File: src/rtl/ssim_pkg.sv
package ssim_pkg;

    // widths of one row's contribution for one four-pixel block
    localparam int RowSumW = 10;
    localparam int RowSqW  = 20;
    localparam int RowXW   = 18;

    // accumulator widths
    localparam int AccSumW = 12;
    localparam int AccSqW  = 22;
    localparam int AccXW   = 21;

    // result field widths
    localparam int OutSumW = 12;
    localparam int OutSqW  = 21;
    localparam int OutXW   = 20;

    localparam int BlockPix = 4;
    localparam int PixW     = 8;

    typedef struct packed {
        logic [RowSumW-1:0] sum_first;
        logic [RowSumW-1:0] sum_second;
        logic [RowSqW-1:0]  sum_squares;
        logic [RowXW-1:0]   sum_cross;
    } t_row_sums;

    // beat passed from the front part to the back part
    typedef struct packed {
        t_row_sums [1:0] blk;
        logic            last;
    } t_mid;

    typedef struct packed {
        logic [OutSumW-1:0] sum_first;
        logic [OutSumW-1:0] sum_second;
        logic [OutSqW-1:0]  sum_squares;
        logic [OutXW-1:0]   sum_cross;
    } t_blk_result;

    typedef struct packed {
        t_blk_result [1:0] blk;
    } t_result;

    // per-row sums of one block of four pixel pairs
    function automatic t_row_sums row_block_sums(
        input logic [BlockPix*PixW-1:0] a4,
        input logic [BlockPix*PixW-1:0] d4
    );
        t_row_sums      s;
        logic [PixW-1:0] a;
        logic [PixW-1:0] d;
        s = '0;
        for (int c = 0; c < BlockPix; c++) begin
            a = a4[c*PixW +: PixW];
            d = d4[c*PixW +: PixW];
            s.sum_first   = s.sum_first + RowSumW'(a);
            s.sum_second  = s.sum_second + RowSumW'(d);
            s.sum_squares = s.sum_squares + RowSqW'(a * a) + RowSqW'(d * d);
            s.sum_cross   = s.sum_cross + RowXW'(a * d);
        end
        return s;
    endfunction

    // saturating accumulate, one function per accumulator width
    function automatic logic [AccSumW-1:0] sat_add_sum(
        input logic [AccSumW-1:0] acc,
        input logic [RowSumW-1:0] add
    );
        logic [AccSumW:0] s;
        s = {1'b0, acc} + (AccSumW+1)'(add);
        return s[AccSumW] ? '1 : s[AccSumW-1:0];
    endfunction

    function automatic logic [AccSqW-1:0] sat_add_sq(
        input logic [AccSqW-1:0] acc,
        input logic [RowSqW-1:0] add
    );
        logic [AccSqW:0] s;
        s = {1'b0, acc} + (AccSqW+1)'(add);
        return s[AccSqW] ? '1 : s[AccSqW-1:0];
    endfunction

    function automatic logic [AccXW-1:0] sat_add_x(
        input logic [AccXW-1:0] acc,
        input logic [RowXW-1:0] add
    );
        logic [AccXW:0] s;
        s = {1'b0, acc} + (AccXW+1)'(add);
        return s[AccXW] ? '1 : s[AccXW-1:0];
    endfunction

endpackage

File: src/rtl/ssim_fifo.sv
module ssim_fifo #(
    parameter int WIDTH = 8,
    parameter int DEPTH = 2
) (
    input  logic             i_clk,
    input  logic             i_rst_n,
    input  logic             i_push,
    input  logic [WIDTH-1:0] i_data,
    output logic             o_full,
    input  logic             i_pop,
    output logic [WIDTH-1:0] o_data,
    output logic             o_empty
);

    localparam int PW = (DEPTH > 1) ? $clog2(DEPTH) : 1;
    localparam int CW = $clog2(DEPTH + 1);

    logic [WIDTH-1:0] r_mem [DEPTH];
    logic [PW-1:0]    r_wr;
    logic [PW-1:0]    r_rd;
    logic [CW-1:0]    r_cnt;
    logic [PW-1:0]    n_wr;
    logic [PW-1:0]    n_rd;
    logic [CW-1:0]    n_cnt;
    logic             do_push;
    logic             do_pop;

    assign o_full  = (r_cnt == CW'(DEPTH));
    assign o_empty = (r_cnt == '0);
    assign o_data  = r_mem[r_rd];
    assign do_push = i_push && !o_full;
    assign do_pop  = i_pop && !o_empty;

    // pointer and fill count update
    always_comb begin
        n_wr = r_wr;
        n_rd = r_rd;
        if (do_push) begin
            n_wr = (r_wr == PW'(DEPTH - 1)) ? '0 : r_wr + 1'b1;
        end
        if (do_pop) begin
            n_rd = (r_rd == PW'(DEPTH - 1)) ? '0 : r_rd + 1'b1;
        end
        unique case ({do_push, do_pop})
            2'b10:   n_cnt = r_cnt + 1'b1;
            2'b01:   n_cnt = r_cnt - 1'b1;
            default: n_cnt = r_cnt;
        endcase
    end

    always_ff @(posedge i_clk) begin
        if (!i_rst_n) begin
            r_wr  <= '0;
            r_rd  <= '0;
            r_cnt <= '0;
        end else begin
            r_wr  <= n_wr;
            r_rd  <= n_rd;
            r_cnt <= n_cnt;
        end
    end

    // storage, no reset needed
    always_ff @(posedge i_clk) begin
        if (do_push) begin
            r_mem[r_wr] <= i_data;
        end
    end

endmodule

File: src/rtl/ssim_front.sv
module ssim_front #(
    parameter int BLOCK_ROWS = 4
) (
    input  logic                i_clk,
    input  logic                i_rst_n,
    input  logic                i_push,
    input  logic [63:0]         i_row_first,
    input  logic [63:0]         i_row_second,
    output logic                o_full,
    output logic                o_valid,
    output ssim_pkg::t_mid      o_mid,
    input  logic                i_take
);

    localparam int CNTW = $clog2(BLOCK_ROWS);

    logic            r_valid;
    ssim_pkg::t_mid  r_mid;
    ssim_pkg::t_mid  n_mid;
    logic [CNTW-1:0] r_cnt;
    logic            accept;
    logic            is_last;

    assign o_full  = r_valid && !i_take;
    assign accept  = i_push && !o_full;
    assign is_last = (r_cnt == CNTW'(BLOCK_ROWS - 1));
    assign o_valid = r_valid;
    assign o_mid   = r_mid;

    // classify the row and reduce each block to its row sums
    always_comb begin
        n_mid.blk[0] = ssim_pkg::row_block_sums(i_row_first[31:0], i_row_second[31:0]);
        n_mid.blk[1] = ssim_pkg::row_block_sums(i_row_first[63:32], i_row_second[63:32]);
        n_mid.last   = is_last;
    end

    // row counter and stage valid
    always_ff @(posedge i_clk) begin
        if (!i_rst_n) begin
            r_valid <= 1'b0;
            r_cnt   <= '0;
        end else begin
            if (accept) begin
                r_valid <= 1'b1;
                r_cnt   <= is_last ? '0 : r_cnt + 1'b1;
            end else if (i_take) begin
                r_valid <= 1'b0;
            end
        end
    end

    always_ff @(posedge i_clk) begin
        if (accept) begin
            r_mid <= n_mid;
        end
    end

endmodule

File: src/rtl/ssim_back.sv
module ssim_back (
    input  logic                i_clk,
    input  logic                i_rst_n,
    input  logic                i_empty,
    input  ssim_pkg::t_mid      i_mid,
    output logic                o_pop,
    input  logic                i_full,
    output logic                o_push,
    output ssim_pkg::t_result   o_result
);

    logic [ssim_pkg::AccSumW-1:0] r_acc_first  [2];
    logic [ssim_pkg::AccSumW-1:0] r_acc_second [2];
    logic [ssim_pkg::AccSqW-1:0]  r_acc_sq     [2];
    logic [ssim_pkg::AccXW-1:0]   r_acc_x      [2];
    logic [ssim_pkg::AccSumW-1:0] n_acc_first  [2];
    logic [ssim_pkg::AccSumW-1:0] n_acc_second [2];
    logic [ssim_pkg::AccSqW-1:0]  n_acc_sq     [2];
    logic [ssim_pkg::AccXW-1:0]   n_acc_x      [2];

    // a closing row waits until the result queue has room
    assign o_pop  = !i_empty && (!i_mid.last || !i_full);
    assign o_push = o_pop && i_mid.last;

    // saturating accumulate and result narrowing
    always_comb begin
        for (int b = 0; b < 2; b++) begin
            n_acc_first[b]  = ssim_pkg::sat_add_sum(r_acc_first[b], i_mid.blk[b].sum_first);
            n_acc_second[b] = ssim_pkg::sat_add_sum(r_acc_second[b], i_mid.blk[b].sum_second);
            n_acc_sq[b]     = ssim_pkg::sat_add_sq(r_acc_sq[b], i_mid.blk[b].sum_squares);
            n_acc_x[b]      = ssim_pkg::sat_add_x(r_acc_x[b], i_mid.blk[b].sum_cross);

            o_result.blk[b].sum_first  = n_acc_first[b];
            o_result.blk[b].sum_second = n_acc_second[b];
            o_result.blk[b].sum_squares =
                n_acc_sq[b][ssim_pkg::AccSqW-1] ? '1 : n_acc_sq[b][ssim_pkg::OutSqW-1:0];
            o_result.blk[b].sum_cross =
                n_acc_x[b][ssim_pkg::AccXW-1] ? '1 : n_acc_x[b][ssim_pkg::OutXW-1:0];
        end
    end

    // accumulators, cleared after each closing row
    always_ff @(posedge i_clk) begin
        if (!i_rst_n) begin
            for (int b = 0; b < 2; b++) begin
                r_acc_first[b]  <= '0;
                r_acc_second[b] <= '0;
                r_acc_sq[b]     <= '0;
                r_acc_x[b]      <= '0;
            end
        end else if (o_pop) begin
            for (int b = 0; b < 2; b++) begin
                r_acc_first[b]  <= i_mid.last ? '0 : n_acc_first[b];
                r_acc_second[b] <= i_mid.last ? '0 : n_acc_second[b];
                r_acc_sq[b]     <= i_mid.last ? '0 : n_acc_sq[b];
                r_acc_x[b]      <= i_mid.last ? '0 : n_acc_x[b];
            end
        end
    end

endmodule

File: src/rtl/ssim_block_sums_4x4x2.sv
// Block sums for structural-similarity scoring. Each beat on the input queue carries one
// row of eight 8-bit pixels from each of two images; columns 0-3 form the left block and
// columns 4-7 the right block. After every BLOCK_ROWS rows one result beat appears with
// the pixel sums, the sum of squares of both images and the sum of cross products for each
// block. A row pair is accepted every cycle while full is low: the front stage reduces a row to
// its sums and registers them, and the back part folds them into the accumulators, with a two-entry
// queue between them and a two-entry result queue at the output. Accumulators saturate instead
// of wrapping.
module ssim_block_sums_4x4x2 #(
    parameter int BLOCK_ROWS = 4
) (
    input  logic        i_clk,
    input  logic        i_rst_n,
    input  logic        push,
    output logic        full,
    input  logic [63:0] i_row_first,
    input  logic [63:0] i_row_second,
    output logic        empty,
    input  logic        pop,
    output logic [11:0] o_left_sum_first,
    output logic [11:0] o_left_sum_second,
    output logic [20:0] o_left_sum_squares,
    output logic [19:0] o_left_sum_cross,
    output logic [11:0] o_right_sum_first,
    output logic [11:0] o_right_sum_second,
    output logic [20:0] o_right_sum_squares,
    output logic [19:0] o_right_sum_cross
);

    localparam int MidW = $bits(ssim_pkg::t_mid);
    localparam int ResW = $bits(ssim_pkg::t_result);

    logic              fr_valid;
    ssim_pkg::t_mid    fr_mid;
    logic              mid_full;
    logic              mid_empty;
    ssim_pkg::t_mid    mid_head;
    logic              bk_pop;
    logic              bk_push;
    ssim_pkg::t_result bk_result;
    logic              res_full;
    ssim_pkg::t_result res_head;

    // front: accept and reduce rows
    ssim_front #(
        .BLOCK_ROWS (BLOCK_ROWS)
    ) u_front (
        .i_clk        (i_clk),
        .i_rst_n      (i_rst_n),
        .i_push       (push),
        .i_row_first  (i_row_first),
        .i_row_second (i_row_second),
        .o_full       (full),
        .o_valid      (fr_valid),
        .o_mid        (fr_mid),
        .i_take       (fr_valid && !mid_full)
    );

    // queue between front and back
    ssim_fifo #(
        .WIDTH (MidW),
        .DEPTH (2)
    ) u_mid_q (
        .i_clk   (i_clk),
        .i_rst_n (i_rst_n),
        .i_push  (fr_valid),
        .i_data  (fr_mid),
        .o_full  (mid_full),
        .i_pop   (bk_pop),
        .o_data  (mid_head),
        .o_empty (mid_empty)
    );

    // back: accumulate and close groups
    ssim_back u_back (
        .i_clk    (i_clk),
        .i_rst_n  (i_rst_n),
        .i_empty  (mid_empty),
        .i_mid    (mid_head),
        .o_pop    (bk_pop),
        .i_full   (res_full),
        .o_push   (bk_push),
        .o_result (bk_result)
    );

    // result queue
    ssim_fifo #(
        .WIDTH (ResW),
        .DEPTH (2)
    ) u_res_q (
        .i_clk   (i_clk),
        .i_rst_n (i_rst_n),
        .i_push  (bk_push),
        .i_data  (bk_result),
        .o_full  (res_full),
        .i_pop   (pop),
        .o_data  (res_head),
        .o_empty (empty)
    );

    assign o_left_sum_first    = res_head.blk[0].sum_first;
    assign o_left_sum_second   = res_head.blk[0].sum_second;
    assign o_left_sum_squares  = res_head.blk[0].sum_squares;
    assign o_left_sum_cross    = res_head.blk[0].sum_cross;
    assign o_right_sum_first   = res_head.blk[1].sum_first;
    assign o_right_sum_second  = res_head.blk[1].sum_second;
    assign o_right_sum_squares = res_head.blk[1].sum_squares;
    assign o_right_sum_cross   = res_head.blk[1].sum_cross;

endmodule

File: config.mk
export PLATFORM = sky130hd
export DESIGN_NAME = ssim_block_sums_4x4x2
export DESIGN_NICKNAME = d
export VERILOG_FILES = /design/src/rtl/ssim_pkg.sv /design/src/rtl/ssim_fifo.sv /design/src/rtl/ssim_front.sv /design/src/rtl/ssim_back.sv /design/src/rtl/ssim_block_sums_4x4x2.sv
export SDC_FILE = /design/constraint.sdc
export NUM_CORES = 2
export LEC_CHECK = 0
export BUFFER_PORTS_ARGS = -buffer_cell sky130_fd_sc_hd__buf_4
export CAP_MARGIN = 20
export CORE_AREA = 3 3 434 436
export CTS_CLUSTER_SIZE = 24
export DETAILED_ROUTE_END_ITERATION = 6
export DIE_AREA = 0 0 437 439
export PLACE_DENSITY_LB_ADDON = 0.12
export SLEW_MARGIN = 40
export SYNTH_ARGS = -nofsm -noshare
export SYNTH_HDL_FRONTEND = slang
export SYNTH_SLANG_ARGS = --single-unit
File: constraint.sdc
create_clock -name i_clk -period 13.7 [get_ports i_clk]
set_clock_uncertainty 0.1 [all_clocks]
set_input_delay 2.055 -clock i_clk [delete_from_list [all_inputs] [get_ports i_clk]]
set_output_delay 2.055 -clock i_clk [all_outputs]
set_load 0.02 [all_outputs]
# Yosys cells after proc, flatten, opt, wreduce, memory -nomap -nowiden
# Memory sizes are Yosys's and may differ from the RTL's. A register that Yosys moved wholly into a read port is not among the register bits.
# Index checks and enable logic that the tools add are counted.
[word_totals] output_inout_bits=132 wordCells=181 in_bits=132 register_bits=128 n_memories=6 ram_bits=628 latch_bits=0 romBits=0
[classes] n_reduce_logical=21 magnitude_cmp=0 muxes=49 mul=24 n_eq_ne=7 n_shift=0 n_div=0 bitwise=8 add_sub_neg=49
[memory_table] name="u_res_q.r_mem" depth=2 width=130 read_ports=1 rd_clocked_by_memory_dff=1 wr=1 line="ssim_fifo.sv:18" rtl="logic [WIDTH-1:0] r_mem [DEPTH];"
[memory_table] name="u_mid_q.r_mem" depth=2 width=117 read_ports=1 rd_clocked_by_memory_dff=1 wr=1 line="ssim_fifo.sv:18"
[memory_table] name="u_back.r_acc_sq" depth=2 width=22 read_ports=2 rd_clocked_by_memory_dff=0 wr=2 line="ssim_back.sv:14" rtl="logic [ssim_pkg::AccSqW-1:0] r_acc_sq [2];"
[memory_table] name="u_back.r_acc_x" depth=2 width=21 read_ports=2 rd_clocked_by_memory_dff=0 wr=2 line="ssim_back.sv:15" rtl="logic [ssim_pkg::AccXW-1:0] r_acc_x [2];"
[memory_table] name="u_back.r_acc_first" depth=2 width=12 read_ports=2 rd_clocked_by_memory_dff=0 wr=2 line="ssim_back.sv:12" rtl="logic [ssim_pkg::AccSumW-1:0] r_acc_first [2];"
[memory_table] name="u_back.r_acc_second" depth=2 width=12 read_ports=2 rd_clocked_by_memory_dff=0 wr=2 line="ssim_back.sv:13" rtl="logic [ssim_pkg::AccSumW-1:0] r_acc_second [2];"
[ops] cell="$mul 8x8->16" n=24
[ops] cell="$add 20x16->20" n=12
[ops] cell="$mux 21" n=8
[ops] cell="$mux 12" n=12
[ops] cell="$mux 22" n=6
[ops] cell="$add 10x8->10" n=8
[ops] cell="$add 18x16->18" n=4
[ops] cell="$add 16x16->17" n=4
[ops] cell="$add 12x10->13" n=4
[ops] cell="$add 22x20->23" n=2
[ops] cell="$add 21x18->22" n=2
[ops] cell="$mux 20" n=2
[ops] cell="$add 8x8->9" n=4
[ops] cell="$mux 1" n=18
[ops] cell="$eq 2x2->1 const B" n=5
[ops] cell="$logic_and 1x1->1" n=8
[ops] cell="$or 1x1->1" n=8
[ops] cell="$pmux 2 s2" n=2
[ops] cell="$logic_not 1->1" n=7
[ops] cell="$add 2x1->2 const B" n=3
[ops] cell="$reduce_bool 2->1" n=3
[ops] cell="$add 1x1->1 const B" n=4
[ops] cell="$eq 2x1->1 const B" n=2
[ops] cell="$logic_not 2->1" n=2
[ops] cell="3 further kinds" n=4

# Depth between registers and ports, before layout
[depth] depth_word=8 depth_mapped=43 depth_no_buf=42

# Modules after synthesis
# From an unflattened synthesis, not the netlist that was laid out.
[unflattened] cells_unflattened=7429 hier_area_um2=83249.8
[by_module_without_submodules] mod="ssim_front" area_each_um2=53487.5 seq_area_each_um2=3573.4 cells_each=5364 n_inst=1
[by_module_without_submodules] mod="ssim_back" area_each_um2=11503.5 seq_area_each_um2=4023.9 cells_each=1244 n_inst=1
[by_module_without_submodules] mod="ssim_fifo (u_res_q)" area_each_um2=9577.9 seq_area_each_um2=7907.6 cells_each=430 n_inst=1
[by_module_without_submodules] mod="ssim_fifo (u_mid_q)" area_each_um2=8667.1 seq_area_each_um2=7126.8 cells_each=390 n_inst=1
[by_module_without_submodules] mod="ssim_block_sums_4x4x2" area_each_um2=13.8 seq_area_each_um2=0.0 cells_each=1 n_inst=1

# Least setup slack after synthesis
# Ideal clock, no wire load.
[synth_timing] path_type="input-to-reg" from="input i_row_first[4]" to="register u_front.r_mid (netlist bit u_front.o_mid[37]), data pin" n_path_buf=1 t_arrival_ns=12.085 setup_slack_ns=1.257 path_stages=38 required_ns=13.342 setup_time_ns=0.258 cell_sequence="clkbuf_1 -> nand2_1 -> fa_1 -> fa_1 -> inv_1 -> fa_1 -> fa_1 -> fa_1 -> fa_1 -> ha_1 -> o21a_1 -> o21ai_1 -> nand2b_1 -> a21oi_1 -> xnor2_1 -> fa_1 -> inv_1 -> fa_1 -> (+2 left out) -> fa_1 -> inv_1 -> fa_1 -> fa_1 -> inv_1 -> fa_1 -> inv_1 -> fa_1 -> inv_1 -> ha_1 -> a21o_1 -> a21o_1 -> a21oi_1 -> o21a_1 -> o21ai_0 -> a311o_1 -> a21oi_1 -> xnor2_1"
[synth_lines] item="start: declaration" line="ssim_block_sums_4x4x2.sv:16" rtl="input logic [63:0] i_row_first,"
[synth_lines] item="end signal: assignment" line="ssim_front.sv:54" rtl="r_mid <= n_mid;"
[synth_lines] item="end: declaration" line="ssim_front.sv:18" rtl="ssim_pkg::t_mid r_mid;"

==> metrics.md <==
| Metric | Value |
|---|---|
| Crit Path Max Fanout | 19 |
| Worst-skew pair later-pin latency | 0.65 ns |
| Post-synthesis mux area share | 3.51% |
| Die height | 439 um |
| Sequential-to-total area share from yosys stat | 27.3% |
| Vias per cell | 5.10 |
| Initial Util | 44.9% |
| Type of origin of the critical path | primary input |
| Largest family of logic cells by synthesized area | adder cells |
| Core Area | 0.185 mm2 |
| Post-CTS Resized | 0 |
| Htree depth | 3 |
| Initial antenna violation count | 10 |
| DR WL/cell | 20.7 um |
| Fin. Hold Viols | 0 |
| First-pass GRT wire length | 335 mm |
| First-pass DRT Iterations | 5 |
| Post-CTS Hold Fix Bufs | 0 |
| Die Area | 0.192 mm2 |
| Via Count | 52985 |
| CTS tree | built |
| WS Path Type | in2reg |
| IO Count | 264 |
| Vias in the first global route | 56100 |
| GRT overflow | 0 |
| Post-synth EDFFs | 745 |
| Post-synth cell types | 81 |
| Nets | 10060 |
| Area leader, netlist | fa_1 |
| Status | completed |
| Critical Path End Type | register |
| Slowest CP cell | fa_1 |
| Clock Sink Count | 758 |
| Detail Placement HPWL | 173 mm |
| Pin count of the biggest net entering global routing | 69 |
| Synth Area in Compound Gates | 5.43% |
| R2r setup slk | 7.98 ns |
| Worst Path Arrival | 12.68 ns |
| Final WL | 215 mm |
| Worst stage delay on the critical path | 0.58 ns |
| Worst Hold Class | reg2reg |
| Final period util | 90.4% |
| Final min period | 12.38 ns |
| Synth top area cells | fa_1 30%, edfxtp_1 27%, ha_1 13% |
| FF+latch count, synth | 758 |
| Final ANT Viol Nets | 0 |
| Fmax | 80.8 MHz |
| Post-synthesis xor/xnor area fraction | 2.83% |
| Synth top area share | 29.8% |
| Setup TNS | 0 ns |
| Fillcell total | 17199 |
| Yosys warnings | 0 |
| IO buf count | 263 |
| DRC viols | 0 |
| Row count | 158 |
| Area Growth Syn to Fin | 8.49% |
| Worst rel slew slack | 42.9% |
| Most frequent cell after synthesis | inv_1 |
| Clk slew on worst S/H paths | 0.07 ns |
| Post-CTS Setup Inserts | 0 |
| Starting DRT DRC Count | 3026 |
| Share of cells above drive strength 1 | 9.02% |
| Root Buffer | clkbuf_16 |
| Crit path top cell by count | fa_1 |
| Worst-case clock buffer depth | 3 |
| Top cells by count, synth | 1671 x inv_1, 1238 x fa_1, 840 x ha_1, 745 x edfxtp_1, 527 x nand2_1 |
| Max Cap Viol | 0 |
| Adder-Cell Fraction of Synth Area | 42.5% |
| GPL Wtd Cong | 0.917 |
| Simple-gate share of the synthesized area | 9.85% |
| Global Route Usage Sum | 22.9% |
| RSZ-0062 raised after global routing | false |
| Commonest register cell after synthesis | edfxtp_1 |
| Max Transition Viols Final | 0 |
| Synth async-reset ratio | 0% |
| Worst endpoint required time | 14.00 ns |
| Mapped Cells | 7690 |
| Synthesized cell area | 0.0830 mm2 |
| CTS Buf Count | 74 |
| Die X | 437 um |
| Synth Area per Inst | 10.8 um2 |
| # setup viols final | 0 |
| Actual slew at the worst max-slew pin | 0.853 ns |
[flip-flops by register name, summed over array words and instances, names as in the netlist, named ones only]
name / count
u_res_q.r_cnt: 2
u_front.o_mid: 117
u_res_q.r_mem: 260
u_back.r_acc_sq: 44
u_res_q.r_rd: 1
u_mid_q.r_rd: 1
u_mid_q.r_wr: 1
u_front.o_valid: 1
u_mid_q.r_mem: 234
u_front.r_cnt: 2
u_mid_q.r_cnt: 2
u_back.r_acc_first: 24
u_back.r_acc_second: 24
u_back.r_acc_x: 42
u_res_q.r_wr: 1
[per-layer routing]
metal	routed length, um	GRT usage (%)	part of all wire, %	vias to the layer above
li1	-	-	-	24639
met1	102000	33.6	47	26977
met2	98400	36.2	46	1154
met3	10400	2.85	4.8	213
met4	4750	5.37	2.2	2
met5	19	0	0.0088	-
[path summary, 6_finish.rpt]
| check | from | to | depth (start not counted) |
|---|---|---|---|
| worst max-delay path | i_row_first[4] | u_front.o_mid[37] | 38 |
| worst min-delay path | u_front.o_mid[80] | u_mid_q.r_mem[1][80] | 0 |
| worst max register to register | register | u_res_q.r_mem[1][68] | 13 |
| worst min register to register | u_front.o_mid[80] | u_mid_q.r_mem[1][80] | 0 |
[cell usage in the layout (no fill, tap or decap), drive strengths merged, types with 13 or more instances in the layout]
| master | synthesis | routed |
|---|---|---|
| nand4 | 14 | 14 |
| and2 | 397 | 397 |
| xnor2 | 178 | 178 |
| clkinv | 13 | 44 |
| a21oi | 243 | 243 |
| nand2b | 35 | 35 |
| a211oi | 23 | 23 |
| a21o | 83 | 83 |
| buf | 17 | 290 |
| nand2 | 527 | 527 |
| xor2 | 89 | 89 |
| inv | 1682 | 1689 |
| o21bai | 35 | 35 |
| nand3 | 47 | 47 |
| nor2 | 464 | 464 |
| or2 | 38 | 38 |
| o211ai | 17 | 17 |
| mux2 | 244 | 244 |
| fa | 1238 | 1238 |
| o21a | 59 | 59 |
| a31oi | 27 | 27 |
| o21ai | 115 | 115 |
| or3 | 17 | 17 |
| mux2i | 17 | 17 |
| dfxtp | 13 | 13 |
| nor2b | 60 | 60 |
| nor3 | 71 | 71 |
| clkbuf | 190 | 87 |
| edfxtp | 745 | 745 |
| and3 | 32 | 32 |
| ha | 840 | 840 |
[layout make-up]
type / instances / area [um2] / area share (%)
well taps: 2480 / 3100 / 3.44
inverters: 1695 / 6370 / 7.07
multi-input cells: 5031 / 53300 / 59.2
diodes: 3 / 7.51 / 0.00833
clock buffers: 87 / 1940 / 2.16
flip-flops and latches: 758 / 22600 / 25.1
clock inverters: 47 / 425 / 0.472
repair buffers: 290 / 2270 / 2.52
[logic make-up after synthesis]
logic type,count (synthesis)
AOI/OAI and AO/OA,700
xor gates and xnor gates,267
adders and majority gates,2078
buffers and inverters,1902
DFF,758
muxes,261
other,1
and+or+nand+nor,1723
[critical path: cells and delay by family]
kind                     cells  cell delay (ns)
XOR/XNOR                     2             0.27
AND/OR/NAND/NOR              2             0.27
AO/OA/AOI/OAI               10             1.72
adder cells (fa/ha/maj)     16             7.77
buffers and inverters        8             0.60
[metrics by stage]
stage          utilization (%)  hold WS [ns]  instances  setup slack (ns)  area [um2]
6_report                  48.7         0.331      10391              1.32       90100
5_1_grt                   48.7         0.343      10390             0.889       90100
4_1_cts                   48.6         0.330      10385              1.42       90000
3_5_place_dp              47.4         0.330      10251             0.715       87600
3_3_place_gp              47.3         0.324      10248             0.703       87500
2_1_floorplan                -         0.321       7691              1.26       83000
Power is not shown: default switching activity piles up to over one toggle a cycle in this logic, so the estimate is an artifact.
